### config.mk
export PLATFORM = sky130hd
export DESIGN_NAME = quadrature_decoder_adaptive_debounce
export DESIGN_NICKNAME = d
export VERILOG_FILES = /design/src/rtl/qdad_pkg.sv /design/src/rtl/quadrature_decoder_adaptive_debounce.sv /design/src/rtl/qdad_decode.sv
export SDC_FILE = /design/constraint.sdc
export NUM_CORES = 1
export LEC_CHECK = 0
export BUFFER_PORTS_ARGS = -buffer_cell sky130_fd_sc_hd__buf_2
export CAP_MARGIN = 40
export CORE_MARGIN = 2
export CORE_UTILIZATION = 50
export DETAILED_ROUTE_END_ITERATION = 16
export PLACE_DENSITY = 0.78
export SYNTH_ARGS = -nofsm -noshare
export SYNTH_HDL_FRONTEND = slang
export SYNTH_SLANG_ARGS = --single-unit
### constraint.sdc
create_clock -name clk -period 10.5 [get_ports clk]
set_input_delay 0 -clock clk [delete_from_list [all_inputs] [get_ports clk]]
set_output_delay 0 -clock clk [all_outputs]
set_load 0.02 [all_outputs]
### src/rtl/qdad_pkg.sv
package qdad_pkg;

    // Configuration register indexes.
    typedef enum logic [1:0] {
        CFG_FAST_THRESHOLD  = 2'd0,
        CFG_SHORT_DEBOUNCE  = 2'd1,
        CFG_LONG_DEBOUNCE   = 2'd2,
        CFG_PRESET_POSITION = 2'd3
    } cfg_index_t;

    localparam int CFG_DATA_W = 10;

    localparam logic [9:0] FAST_THRESHOLD_RST  = 10'd100;
    localparam logic [7:0] SHORT_DEBOUNCE_RST  = 8'd10;
    localparam logic [7:0] LONG_DEBOUNCE_RST   = 8'd30;
    localparam logic [7:0] PRESET_POSITION_RST = 8'd127;

    localparam logic [7:0] POSITION_MAX = 8'd255;
    localparam logic [7:0] POSITION_MIN = 8'd0;

    // Display zone codes and their bounds.
    typedef enum logic [1:0] {
        ZONE_ALERT  = 2'd0,
        ZONE_HIGH   = 2'd1,
        ZONE_NORMAL = 2'd2
    } zone_t;

    localparam logic [7:0] ZONE_LOW_LIMIT  = 8'd10;
    localparam logic [7:0] ZONE_BAND_START = 8'd50;
    localparam logic [7:0] ZONE_HIGH_START = 8'd80;

    typedef struct packed {
        logic phase_a;
        logic phase_b;
        logic preset_pressed;
    } sample_t;

    typedef struct packed {
        logic [7:0] position_out;
        logic [1:0] zone;
        logic       edge_accepted;
    } result_t;

    // Decoder state other than the tick timer.
    typedef struct packed {
        logic [7:0] position;
        logic       prev_a;
        logic       prev_b;
        logic       primed;
        logic [7:0] debounce_len;
    } dec_state_t;

    typedef struct packed {
        logic [9:0] fast_threshold;
        logic [7:0] short_debounce;
        logic [7:0] long_debounce;
        logic [7:0] preset_position;
    } cfg_t;

    function automatic logic [1:0] zone_of(input logic [7:0] v);
        logic [1:0] z;
        begin
            if (v < ZONE_LOW_LIMIT || (v > ZONE_BAND_START && v < ZONE_HIGH_START))
                z = ZONE_ALERT;
            else if (v >= ZONE_HIGH_START)
                z = ZONE_HIGH;
            else
                z = ZONE_NORMAL;
            return z;
        end
    endfunction

endpackage

### src/rtl/quadrature_decoder_adaptive_debounce.sv
// Quadrature decoder (x4) with adaptive debounce and a preset button.
// Sample channel: one item per tick carries the sampled phases A and B and
// the preset button level; it is taken when sample_valid is high and
// sample_stall is low. Result channel: every sample item yields exactly one
// result item (position, display zone, edge flag) on result_valid, held
// steady while result_stall is high.
// Registered result: a sample taken at one edge shows on the result port
// right after that edge. Throughput is one item per cycle, set by the single
// pass from the state registers through the decode logic into the result
// register; sample_stall rises only while a result waits and the receiver
// stalls, so a new item is taken in the same cycle the old result leaves.
// Configuration goes through cfg_we/cfg_index/cfg_data, one register per
// cycle; the user writes it only while the block is idle, unenforced by it.
// Reset clears the position, the timer and the primed flag, loads the
// initial debounce length and the register defaults, and empties the result
// register. The first item after reset loads the phase history and takes no edge.
module quadrature_decoder_adaptive_debounce #(
    parameter int TIMER_WIDTH      = 16,
    parameter int INITIAL_DEBOUNCE = 20
) (
    input  logic                    clk,
    input  logic                    rst_n,
    input  logic                    sample_valid,
    output logic                    sample_stall,
    input  qdad_pkg::sample_t       sample,
    output logic                    result_valid,
    input  logic                    result_stall,
    output qdad_pkg::result_t       result,
    input  logic                    cfg_we,
    input  logic [1:0]              cfg_index,
    input  logic [qdad_pkg::CFG_DATA_W-1:0] cfg_data
);

    qdad_pkg::cfg_t          cfg_reg;
    qdad_pkg::dec_state_t    state_reg;
    qdad_pkg::dec_state_t    state_next;
    logic [TIMER_WIDTH-1:0]  elapsed_reg;
    logic [TIMER_WIDTH-1:0]  elapsed_next;
    qdad_pkg::result_t       result_reg;
    qdad_pkg::result_t       result_next;
    logic                    result_valid_reg;
    logic                    sample_fire;

    // The result register can take a new item whenever it is empty or its
    // current item leaves in this cycle.
    assign sample_stall = result_valid_reg && result_stall;
    assign sample_fire  = sample_valid && !sample_stall;

    // Configuration registers.
    always_ff @(posedge clk or negedge rst_n)
    begin
        if (!rst_n)
        begin
            cfg_reg.fast_threshold  <= qdad_pkg::FAST_THRESHOLD_RST;
            cfg_reg.short_debounce  <= qdad_pkg::SHORT_DEBOUNCE_RST;
            cfg_reg.long_debounce   <= qdad_pkg::LONG_DEBOUNCE_RST;
            cfg_reg.preset_position <= qdad_pkg::PRESET_POSITION_RST;
        end
        else if (cfg_we)
        begin
            case (qdad_pkg::cfg_index_t'(cfg_index))
                qdad_pkg::CFG_FAST_THRESHOLD:  cfg_reg.fast_threshold  <= cfg_data;
                qdad_pkg::CFG_SHORT_DEBOUNCE:  cfg_reg.short_debounce  <= cfg_data[7:0];
                qdad_pkg::CFG_LONG_DEBOUNCE:   cfg_reg.long_debounce   <= cfg_data[7:0];
                qdad_pkg::CFG_PRESET_POSITION: cfg_reg.preset_position <= cfg_data[7:0];
                default: ;
            endcase
        end
    end

    qdad_decode #(
        .TIMER_WIDTH (TIMER_WIDTH)
    ) u_decode (
        .sample       (sample),
        .cfg          (cfg_reg),
        .state        (state_reg),
        .elapsed      (elapsed_reg),
        .state_next   (state_next),
        .elapsed_next (elapsed_next),
        .result       (result_next)
    );

    // Decoder state advances once per accepted sample item.
    always_ff @(posedge clk or negedge rst_n)
    begin
        if (!rst_n)
        begin
            state_reg.position     <= '0;
            state_reg.prev_a       <= 1'b0;
            state_reg.prev_b       <= 1'b0;
            state_reg.primed       <= 1'b0;
            state_reg.debounce_len <= 8'(INITIAL_DEBOUNCE);
            elapsed_reg            <= '0;
        end
        else if (sample_fire)
        begin
            state_reg   <= state_next;
            elapsed_reg <= elapsed_next;
        end
    end

    always_ff @(posedge clk or negedge rst_n)
    begin
        if (!rst_n)
            result_valid_reg <= 1'b0;
        else if (sample_fire)
            result_valid_reg <= 1'b1;
        else if (!result_stall)
            result_valid_reg <= 1'b0;
    end

    always_ff @(posedge clk)
    begin
        if (sample_fire)
            result_reg <= result_next;
    end

    assign result_valid = result_valid_reg;
    assign result       = result_reg;

`ifndef ASSERT_OFF
    // An accepted edge restarts the debounce timer.
    a_timer_restart: assert property (@(posedge clk) disable iff (!rst_n)
        sample_fire && result_next.edge_accepted |=> elapsed_reg == '0)
        else $error("timer not cleared after an accepted edge");

    // No edge can be accepted before the phase history is loaded.
    a_no_edge_unprimed: assert property (@(posedge clk) disable iff (!rst_n)
        !state_reg.primed |-> !result_next.edge_accepted)
        else $error("edge accepted before the first sample");

    // The first accepted item primes the decoder.
    a_primed_after_item: assert property (@(posedge clk) disable iff (!rst_n)
        sample_fire |=> state_reg.primed)
        else $error("decoder not primed after an item");

    // Input side stalls only because a result is held back.
    a_stall_cause: assert property (@(posedge clk) disable iff (!rst_n)
        sample_stall |-> result_valid_reg && result_stall)
        else $error("sample channel stalled without a waiting result");
`endif

endmodule

### src/rtl/qdad_decode.sv
module qdad_decode #(
    parameter int TIMER_WIDTH = 16
) (
    input  qdad_pkg::sample_t    sample,
    input  qdad_pkg::cfg_t       cfg,
    input  qdad_pkg::dec_state_t state,
    input  logic [TIMER_WIDTH-1:0] elapsed,
    output qdad_pkg::dec_state_t state_next,
    output logic [TIMER_WIDTH-1:0] elapsed_next,
    output qdad_pkg::result_t    result
);

    localparam int CMP_W = (TIMER_WIDTH > qdad_pkg::CFG_DATA_W) ?
                           TIMER_WIDTH : qdad_pkg::CFG_DATA_W;

    logic [TIMER_WIDTH-1:0] elapsed_inc;
    logic                   change_a;
    logic                   change_b;
    logic                   accept;
    logic [7:0]             pos_up;
    logic [7:0]             pos_down;
    logic [7:0]             pos_edge;
    logic [CMP_W-1:0]       interval_ext;
    logic [CMP_W-1:0]       threshold_ext;

    assign elapsed_inc = (elapsed == {TIMER_WIDTH{1'b1}}) ?
                         elapsed : elapsed + TIMER_WIDTH'(1);
    assign change_a = sample.phase_a ^ state.prev_a;
    assign change_b = sample.phase_b ^ state.prev_b;
    assign accept   = state.primed && (change_a || change_b) &&
                      (elapsed_inc > TIMER_WIDTH'(state.debounce_len));

    assign pos_up   = (state.position == qdad_pkg::POSITION_MAX) ?
                      state.position : state.position + 8'd1;
    assign pos_down = (state.position == qdad_pkg::POSITION_MIN) ?
                      state.position : state.position - 8'd1;

    assign interval_ext  = CMP_W'(elapsed_inc);
    assign threshold_ext = CMP_W'(cfg.fast_threshold);

    // x4 decoding: an A edge counts up when the phases differ afterwards,
    // a B edge counts up when they match. A double change does not move.
    always_comb
    begin
        pos_edge = state.position;
        if (change_a && !change_b)
            pos_edge = (sample.phase_a != sample.phase_b) ? pos_up : pos_down;
        else if (change_b && !change_a)
            pos_edge = (sample.phase_a == sample.phase_b) ? pos_up : pos_down;
    end

    always_comb
    begin
        state_next   = state;
        elapsed_next = elapsed_inc;
        if (!state.primed)
        begin
            state_next.prev_a = sample.phase_a;
            state_next.prev_b = sample.phase_b;
            state_next.primed = 1'b1;
        end
        else if (accept)
        begin
            state_next.position     = pos_edge;
            state_next.prev_a       = sample.phase_a;
            state_next.prev_b       = sample.phase_b;
            state_next.debounce_len = (interval_ext < threshold_ext) ?
                                      cfg.short_debounce : cfg.long_debounce;
            elapsed_next            = '0;
        end
        if (sample.preset_pressed)
            state_next.position = cfg.preset_position;

        result.position_out  = state_next.position;
        result.zone          = qdad_pkg::zone_of(state_next.position);
        result.edge_accepted = accept;
    end

endmodule

==> results.sh, run 1 <==
export IMPL_critical_path_class="reg -> reg"
export IMPL_cts_made_buffers=9
export IMPL_initial_core_util_pct=51.5
export IMPL_ys_flop_type="dfrtp_1"
export IMPL_p_total_uw=1400
export IMPL_fin_crit_ns=5.44
export IMPL_drt_pass1_iterations=5
export IMPL_grt_antenna_before_repair=0
export IMPL_ios=33
export IMPL_clockBufferDepth=2
export IMPL_core_area_mm2=0.00973
export IMPL_grt_max_degree=41
export IMPL_grt_pass1_vias=3968
export IMPL_worst_pin_slew_ns=0.824
export IMPL_gr_usage_met2_pct=36.5
export IMPL_drt_vias_per_instance=5.77
export IMPL_yosysSeqAreaShare_pct=42.0
export IMPL_fin_setup_tns_ns=0
export IMPL_dieArea_mm2=0.0108
export IMPL_required_ns=10.59
export IMPL_n_fill_cell=869
export IMPL_antenna_left=0
export IMPL_clock_sinks=81
export IMPL_grt_busiest_layer="met2"
export IMPL_drt_iter0_drc=265
export IMPL_place_gp_congestion=0.915
export IMPL_finalMaxSlewViolations=0
export IMPL_hold_violations=0
export IMPL_port_buffers=32
export IMPL_synth_cell_types=70
export IMPL_vdd_ir_drop_max_uv=104
export IMPL_post_dp_cell_area_mm2=0.00527
export IMPL_use_met3_pct=3.45
export IMPL_detail_route_wl_per_cell_um=16.1
export IMPL_power_leakage_uw=0.00243
export IMPL_status="finished, final reports clean"
export IMPL_wirelength_mm=11.6
export IMPL_end_kind="register"
export IMPL_ctsRootBufferMaster="clkbuf_8"
export IMPL_max_freq_mhz=184
export IMPL_hp_class="in -> reg"
export IMPL_area_growth_pct=12.1
export IMPL_synthArstFlopShare_pct=86.4
export IMPL_worstPathArrival_ns=5.53
export IMPL_fin_cells=716
export IMPL_final_util_pct=57.7
export IMPL_critPathLaunchType="register"
export IMPL_nets=619
export IMPL_cts_setup_buffers=0
export IMPL_min_from="sample[1]"
export IMPL_power_density_mw_per_mm2=249
export IMPL_vias=4131
export IMPL_relSlewSlack_pct=43.6
export IMPL_skew_ns=0.0120
export IMPL_syn_num_nets=583
export IMPL_setup_viol=0
export IMPL_gr_total_overflow=0
export IMPL_drive_gt1_share_pct=19.6
export IMPL_clkLatencyLatePin_ns=0.35
export IMPL_grt_use_total_pct=22.3
export IMPL_finalInstanceArea_mm2=0.00562
export IMPL_rsz0062_at_grt="no"
export IMPL_syn_cell_area_mm2=0.00501
export IMPL_num_antenna_cells=0
export IMPL_reg2reg_from="elapsed_reg[0]"
export IMPL_fp_dieW_um=104
export IMPL_ys_seq_elements=81
export IMPL_die_h_um=104
export IMPL_route_detailed_drc=0
export IMPL_use_met1_pct=31.0
export IMPL_dp_cells=686
export IMPL_finalCritPeriodShare_pct=51.8
export IMPL_synthCells=542
export IMPL_drv_cap=0
export IMPL_cts_tree="done"
export IMPL_cp_max_fo=15
export IMPL_htree_levels=3
export IMPL_synth_edf_count=11
export IMPL_row_count=36
export IMPL_grt_pass1_wl_mm=19.6
export IMPL_crit_start="elapsed_reg[0]"
export IMPL_dp_hpwl_mm=8.37
export IMPL_largest_reg_flops=34
export IMPL_path_clk_slew_ns=0.08
export IMPL_ys_warn_count=0
export IMPL_syn_area_per_cell_um2=9.24
==> synthesized netlist by cell type (3+ instances only) <==
master	n	share of area (%)
nand2_1	82	6.1
dfrtp_1	52	26
o21ai_0	51	5.1
nor2_1	40	3.0
mux2_2	30	6.7
inv_1	27	2.0
ha_1	21	5.2
a21oi_1	20	2.0
clkbuf_1	20	1.5
dfstp_2	18	9.4
mux2i_1	16	3.2
nand3_1	15	1.5
edfxtp_1	11	6.6
xnor2_1	11	1.9
nor3_1	10	1.0
a31oi_1	9	1.1
nand4_1	6	0.75
or3_1	6	0.75
xor2_1	6	1.0
buf_2	5	0.50
a211oi_1	4	0.60
a221o_1	4	0.80
and3_1	4	0.50
nand2b_1	4	0.50
nor4_1	4	0.50
a2111oi_0	3	0.52
a41oi_1	3	0.52
o21ai_1	3	0.30
o32a_1	3	0.60
==> worst paths after layout <==
kind,endpoint,slack [ns],cells past startpoint
worst min register to register,state_reg[3],0.49,2
worst max-delay path,result[2],5.06,18
worst min-delay path,state_reg[9],0.03,2
worst max register to register,result[2],5.06,18
max in group asynchronous,cfg_reg[1],9.69,4
min in group asynchronous,elapsed_reg[13],0.20,3
==> power breakdown <==
group	internal (µW)	total [µW]	switching [µW]
Clock	118	233	115
Sequential	416	506	90.7
Combinational	263	657	394
Total	797	1400	600
==> final cells by class <==
class                   instances  area, µm²  area share (%)
clock buffers                  11        141            2.52
clock inverters                 5       61.3            1.09
inverters                      29        109            1.94
multi-input cells             404       2670            47.5
flip-flops and latches         81       2100            37.5
well taps                     133        166            2.96
repair buffers                 53        365            6.51
==> metrics by stage <==
step	hold WS [ns]	setup slack (ns)
after global routing	0.0405	4.55
after global placement	0.210	5.25
after detailed placement	0.0541	5.12
final	0.0292	5.06
after floorplan	-0.296	6.01
after CTS	0.0203	5.09
==> worst max-delay path, stage by stage (launching register included) <==
cell,delay [ns]
dfrtp_1,0.45
ha_1,0.27
nand2_1,0.13
or4_1,0.54
nor3_1,0.35
nor2_1,0.18
nand2_1,0.12
xnor2_1,0.10
ha_1,0.35
nand4_1,0.13
or3_1,0.38
a221o_1,0.36
nor4_4,0.26
or2_1,0.52
inv_2,0.25
mux2_4,0.36
mux2i_4,0.18
a311o_1,0.19
a31oi_1,0.05
==> logic make-up after synthesis <==
logic type | share of synthesized area (%)
flops | 42.0
compound gates | 15.8
xor+xnor | 2.97
mux | 10.7
simple gates | 18.5
buf+inv | 4.84
fa+ha+maj | 5.24
==> layer usage <==
layer  up-vias  wire length [µm]  share of wire (%)
met5         -                 0                  0
met4         0               157                1.4
met3        16               562                4.9
met2       130              5560                 48
met1      1976              5270                 46
li1       2009                 -                  -
==> cell usage in the layout (no fill, tap or decap), types with 3 or more instances in the layout <==
cell and instances:
o32a_1 3, a221o_1 4, nand4_1 6, nor3_1 10
ha_1 21, a41oi_1 3, xnor2_1 11, nor2_1 40
clkbuf_8 10, and3_1 4, dfstp_2 18, mux2i_1 16
nand3_1 15, nand2_1 82, a211oi_1 4, o21ai_1 3
dfrtp_1 52, o21ai_0 51, a31oi_1 9, buf_4 6
nand2b_1 4, edfxtp_1 11, mux2_2 30, xor2_1 6
a2111oi_0 3, inv_1 27, nor4_1 4, dlygate4sd3_1 14
buf_2 32, or3_1 6, a21oi_1 20
==> repair_timing <==
item                                   CTS  global route
resized for setup                        0             0
hold buffers                            14             0
endpoints found under the hold margin   62             0
Power figures use the tool's default switching activity.
==> run 2, diff against run 1 <==
--- a/config.mk
+++ b/config.mk
@@ -5,6 +5,7 @@
 export SDC_FILE = /design/constraint.sdc
 export NUM_CORES = 1
 export LEC_CHECK = 0
+export ABC_AREA = 1
 export BUFFER_PORTS_ARGS = -buffer_cell sky130_fd_sc_hd__buf_2
 export CAP_MARGIN = 40
 export CORE_MARGIN = 2
==> constraint.sdc (replaced) <==
create_clock -name clk -period 5.19 [get_ports clk]
set_input_delay 0 -clock clk [delete_from_list [all_inputs] [get_ports clk]]
set_output_delay 0 -clock clk [all_outputs]
set_load 0.02 [all_outputs]
==> run 2 against run 1 <==
Net effect:
- the run now ends with hold timing left
- setup slack got worse by 3.6 ns
- sequential power increased by 98%
- worst hold slack worse by 0.029 ns
- largest cell class unchanged
==> results.sh, run 2 <==
export IMPL_ctsRootBufferMaster="clkbuf_8"
export IMPL_synth_commonest_cells="nand2_1 (212), inv_1 (98), nand3_1 (71)"
export IMPL_n_fill_cell=955
export IMPL_place_gp_congestion=0.927
export IMPL_syn_num_nets=757
export IMPL_dieArea_mm2=0.0112
export IMPL_cp_max_fo=11
export IMPL_switching_share_pct=47.9
export IMPL_violations="hold timing"
export IMPL_cp_slowest_stage_delay_ns=0.40
export IMPL_drt_vias_per_instance=5.30
export IMPL_p_comb_share_pct=53.1
export IMPL_p_switching_uw=1520
export IMPL_antenna_left=0
export IMPL_path_clk_slew_ns=0.10
export IMPL_end_kind="register"
export IMPL_intPower_uw=1650
export IMPL_drv_cap=0
export IMPL_max_freq_mhz=266
export IMPL_cts_tree="done"
export IMPL_grt_antenna_before_repair=0
export IMPL_synth_top_area_share_pct=25.2
export IMPL_yosysMostFrequentCell="nand2_1"
export IMPL_grt_pass1_vias=4615
export IMPL_wirelength_mm=12.5
export IMPL_final_cell_mix="nand2_1 (212), inv_1 (98), nand3_1 (71), o21ai_0 (57), dfrtp_1 (52)"
export IMPL_route_detailed_drc=0
export IMPL_clock_power_share_pct=15.3
export IMPL_critPathLaunchType="register"
export IMPL_initial_core_util_pct=50.8
export IMPL_grt_max_degree=57
export IMPL_crit_top_cell="nand2_1"
export IMPL_synthArstFlopShare_pct=86.4
export IMPL_setup_slack_ns=1.43
export IMPL_grt_pass1_wl_mm=21.3
export IMPL_clkLatencyLatePin_ns=0.36
export IMPL_area_growth_pct=12.5
export IMPL_post_dp_cell_area_mm2=0.00547
export IMPL_ys_seq_elements=81
export IMPL_skew_ns=0.0158
export IMPL_clockBufferDepth=2
export IMPL_vias=4755
export IMPL_p_seq_share_pct=31.7
export IMPL_fin_crit_ns=3.76
export IMPL_core_area_mm2=0.0102
export IMPL_power_density_mw_per_mm2=545
export IMPL_row_count=37
export IMPL_netlist_top_cells_area="dfrtp_1 (25%), nand2_1 (15%), dfstp_2 (9.1%)"
export IMPL_rsz0062_at_grt="no"
export IMPL_drt_pass1_iterations=5
export IMPL_synth_cell_types=38
export IMPL_hold_violations=1
export IMPL_pre_cts_slack_ns=1.49
export IMPL_slowest_stage="dfrtp_1"
export IMPL_nets=798
export IMPL_vdd_ir_drop_max_uv=263
export IMPL_drive_gt1_share_pct=14.0
export IMPL_finalMaxSlewViolations=0
export IMPL_gr_total_overflow=0
export IMPL_fin_setup_tns_ns=0
export IMPL_cts_made_buffers=9
export IMPL_ios=33
export IMPL_die_h_um=106
export IMPL_mostFrequentLayoutCell="nand2_1"
export IMPL_cts_resized=0
export IMPL_power_leakage_uw=0.00300
export IMPL_num_antenna_cells=0
export IMPL_finalInstanceArea_mm2=0.00582
export IMPL_synthCells=716
export IMPL_status="finished, violations left"
export IMPL_ys_flop_type="dfrtp_1"
export IMPL_syn_cell_area_mm2=0.00517
export IMPL_setup_viol=0
export IMPL_drt_iter0_drc=367
export IMPL_htree_levels=3
export IMPL_port_buffers=32
export IMPL_worst_pin_slew_ns=0.898
export IMPL_synth_edf_count=11
export IMPL_finalCritPeriodShare_pct=72.4
export IMPL_synth_largest_area_cell="dfrtp_1"
export IMPL_fp_dieW_um=106
export IMPL_holdWs_ns=-0.000219
export IMPL_critical_path_class="reg -> reg"
export IMPL_detail_route_wl_per_cell_um=13.9
export IMPL_relSlewSlack_pct=39.9
export IMPL_yosysSeqAreaShare_pct=40.7
export IMPL_dp_hpwl_mm=9.18
export IMPL_largest_reg_flops=34
export IMPL_syn_area_per_cell_um2=7.22
export IMPL_clock_sinks=81
export IMPL_hp_class="in -> reg"
export IMPL_required_ns=5.32
export IMPL_worstPathArrival_ns=3.89
export IMPL_ys_warn_count=0
export IMPL_grt_use_total_pct=23.6
[run 2: cell count changes in the layout (fill, tap and decap cells not counted), sizes merged, moves of 6 or more]
cell | previous run | this run
a21oi | 20 | 26
a31oi | 9 | 0
inv | 30 | 111
mux2 | 31 | 2
mux2i | 17 | 0
nand2 | 82 | 218
nand3 | 16 | 71
nor2 | 41 | 65
nor3 | 11 | 2
o22ai | 1 | 8
or3 | 6 | 0
xnor2 | 11 | 3
[run 2: repair_timing]
action | CTS | global route
endpoints found under the hold margin | 78 | 0
hold buffers | 14 | 0
setup buffers | 0 | 0
[run 2: per-stage QoR]
step	cells	hold WS (ns)	total power (µW)	utilization (%)
after global routing	898	0.0429	3440	57.1
after global placement	867	0.214	2580	53.4
after floorplan	716	-0.296	2280	-
after CTS	898	0.00112	3160	57.1
final	898	-0.000219	3170	57.1
after detailed placement	868	-0.0308	2650	53.7
[run 2: power groups by stage]
stage               clock network [µW]  logic (µW)  registers [µW]
floorplan                            0        1290             993
global route                       523        1890            1030
finish                             484        1680            1000
CTS                                497        1670            1000
detailed placement                   0        1640            1010
global placement                     0        1570            1000
[run 2: final cells by class]
class	count	area (µm²)	share of cell area, %
Sequential cell	81	2100	36.2
Inverter	108	405	6.97
Tap cell	136	170	2.93
Clock buffer	9	124	2.13
Clock inverter	7	82.6	1.42
Timing Repair Buffer	50	350	6.02
Multi-Input combinational cell	507	2580	44.3
[run 2: worst max-delay path, delay by kind of cell (launching register included)]
family,cells,cell delay [ns]
and+or+nand+nor,22,2.02
adders and majority gates,2,0.54
DFF,1,0.40
buffers and inverters,6,0.39
AOI/OAI and AO/OA,1,0.17
[run 2: path summary, 6_finish.rpt]
check                          startpoint        endpoint  slack, ns  cells past startpoint
hold reg to reg              state_reg[2]    state_reg[2]       0.47                      2
hold / removal                cfg_data[2]     cfg_reg[26]    -0.0002                      3
max in group asynchronous           rst_n    state_reg[4]       4.49                      4
min in group asynchronous           rst_n  elapsed_reg[8]       0.12                      3
setup / recovery           elapsed_reg[1]       result[2]       1.43                     31
setup reg to reg           elapsed_reg[1]       result[2]       1.43                     31
[run 2: cell families after synthesis]
logic type / count (synthesis) / share of synthesized area (%)
DFF: 81 / 40.7
buffers and inverters: 128 / 9.48
and+or+nand+nor: 369 / 31.1
muxes: 2 / 0.435
adders and majority gates: 21 / 5.08
xor gates and xnor gates: 14 / 2.37
AOI/OAI and AO/OA: 101 / 10.8
[run 2: metal layers]
metal | wire [µm] | track usage [%] | up-vias | share of wire, %
li1 | - | - | 2359 | -
met1 | 5550 | 31.1 | 2225 | 44
met2 | 6090 | 40.0 | 155 | 49
met3 | 716 | 3.28 | 16 | 5.7
met4 | 156 | 7.99 | 0 | 1.2
met5 | 0 | 0 | - | 0
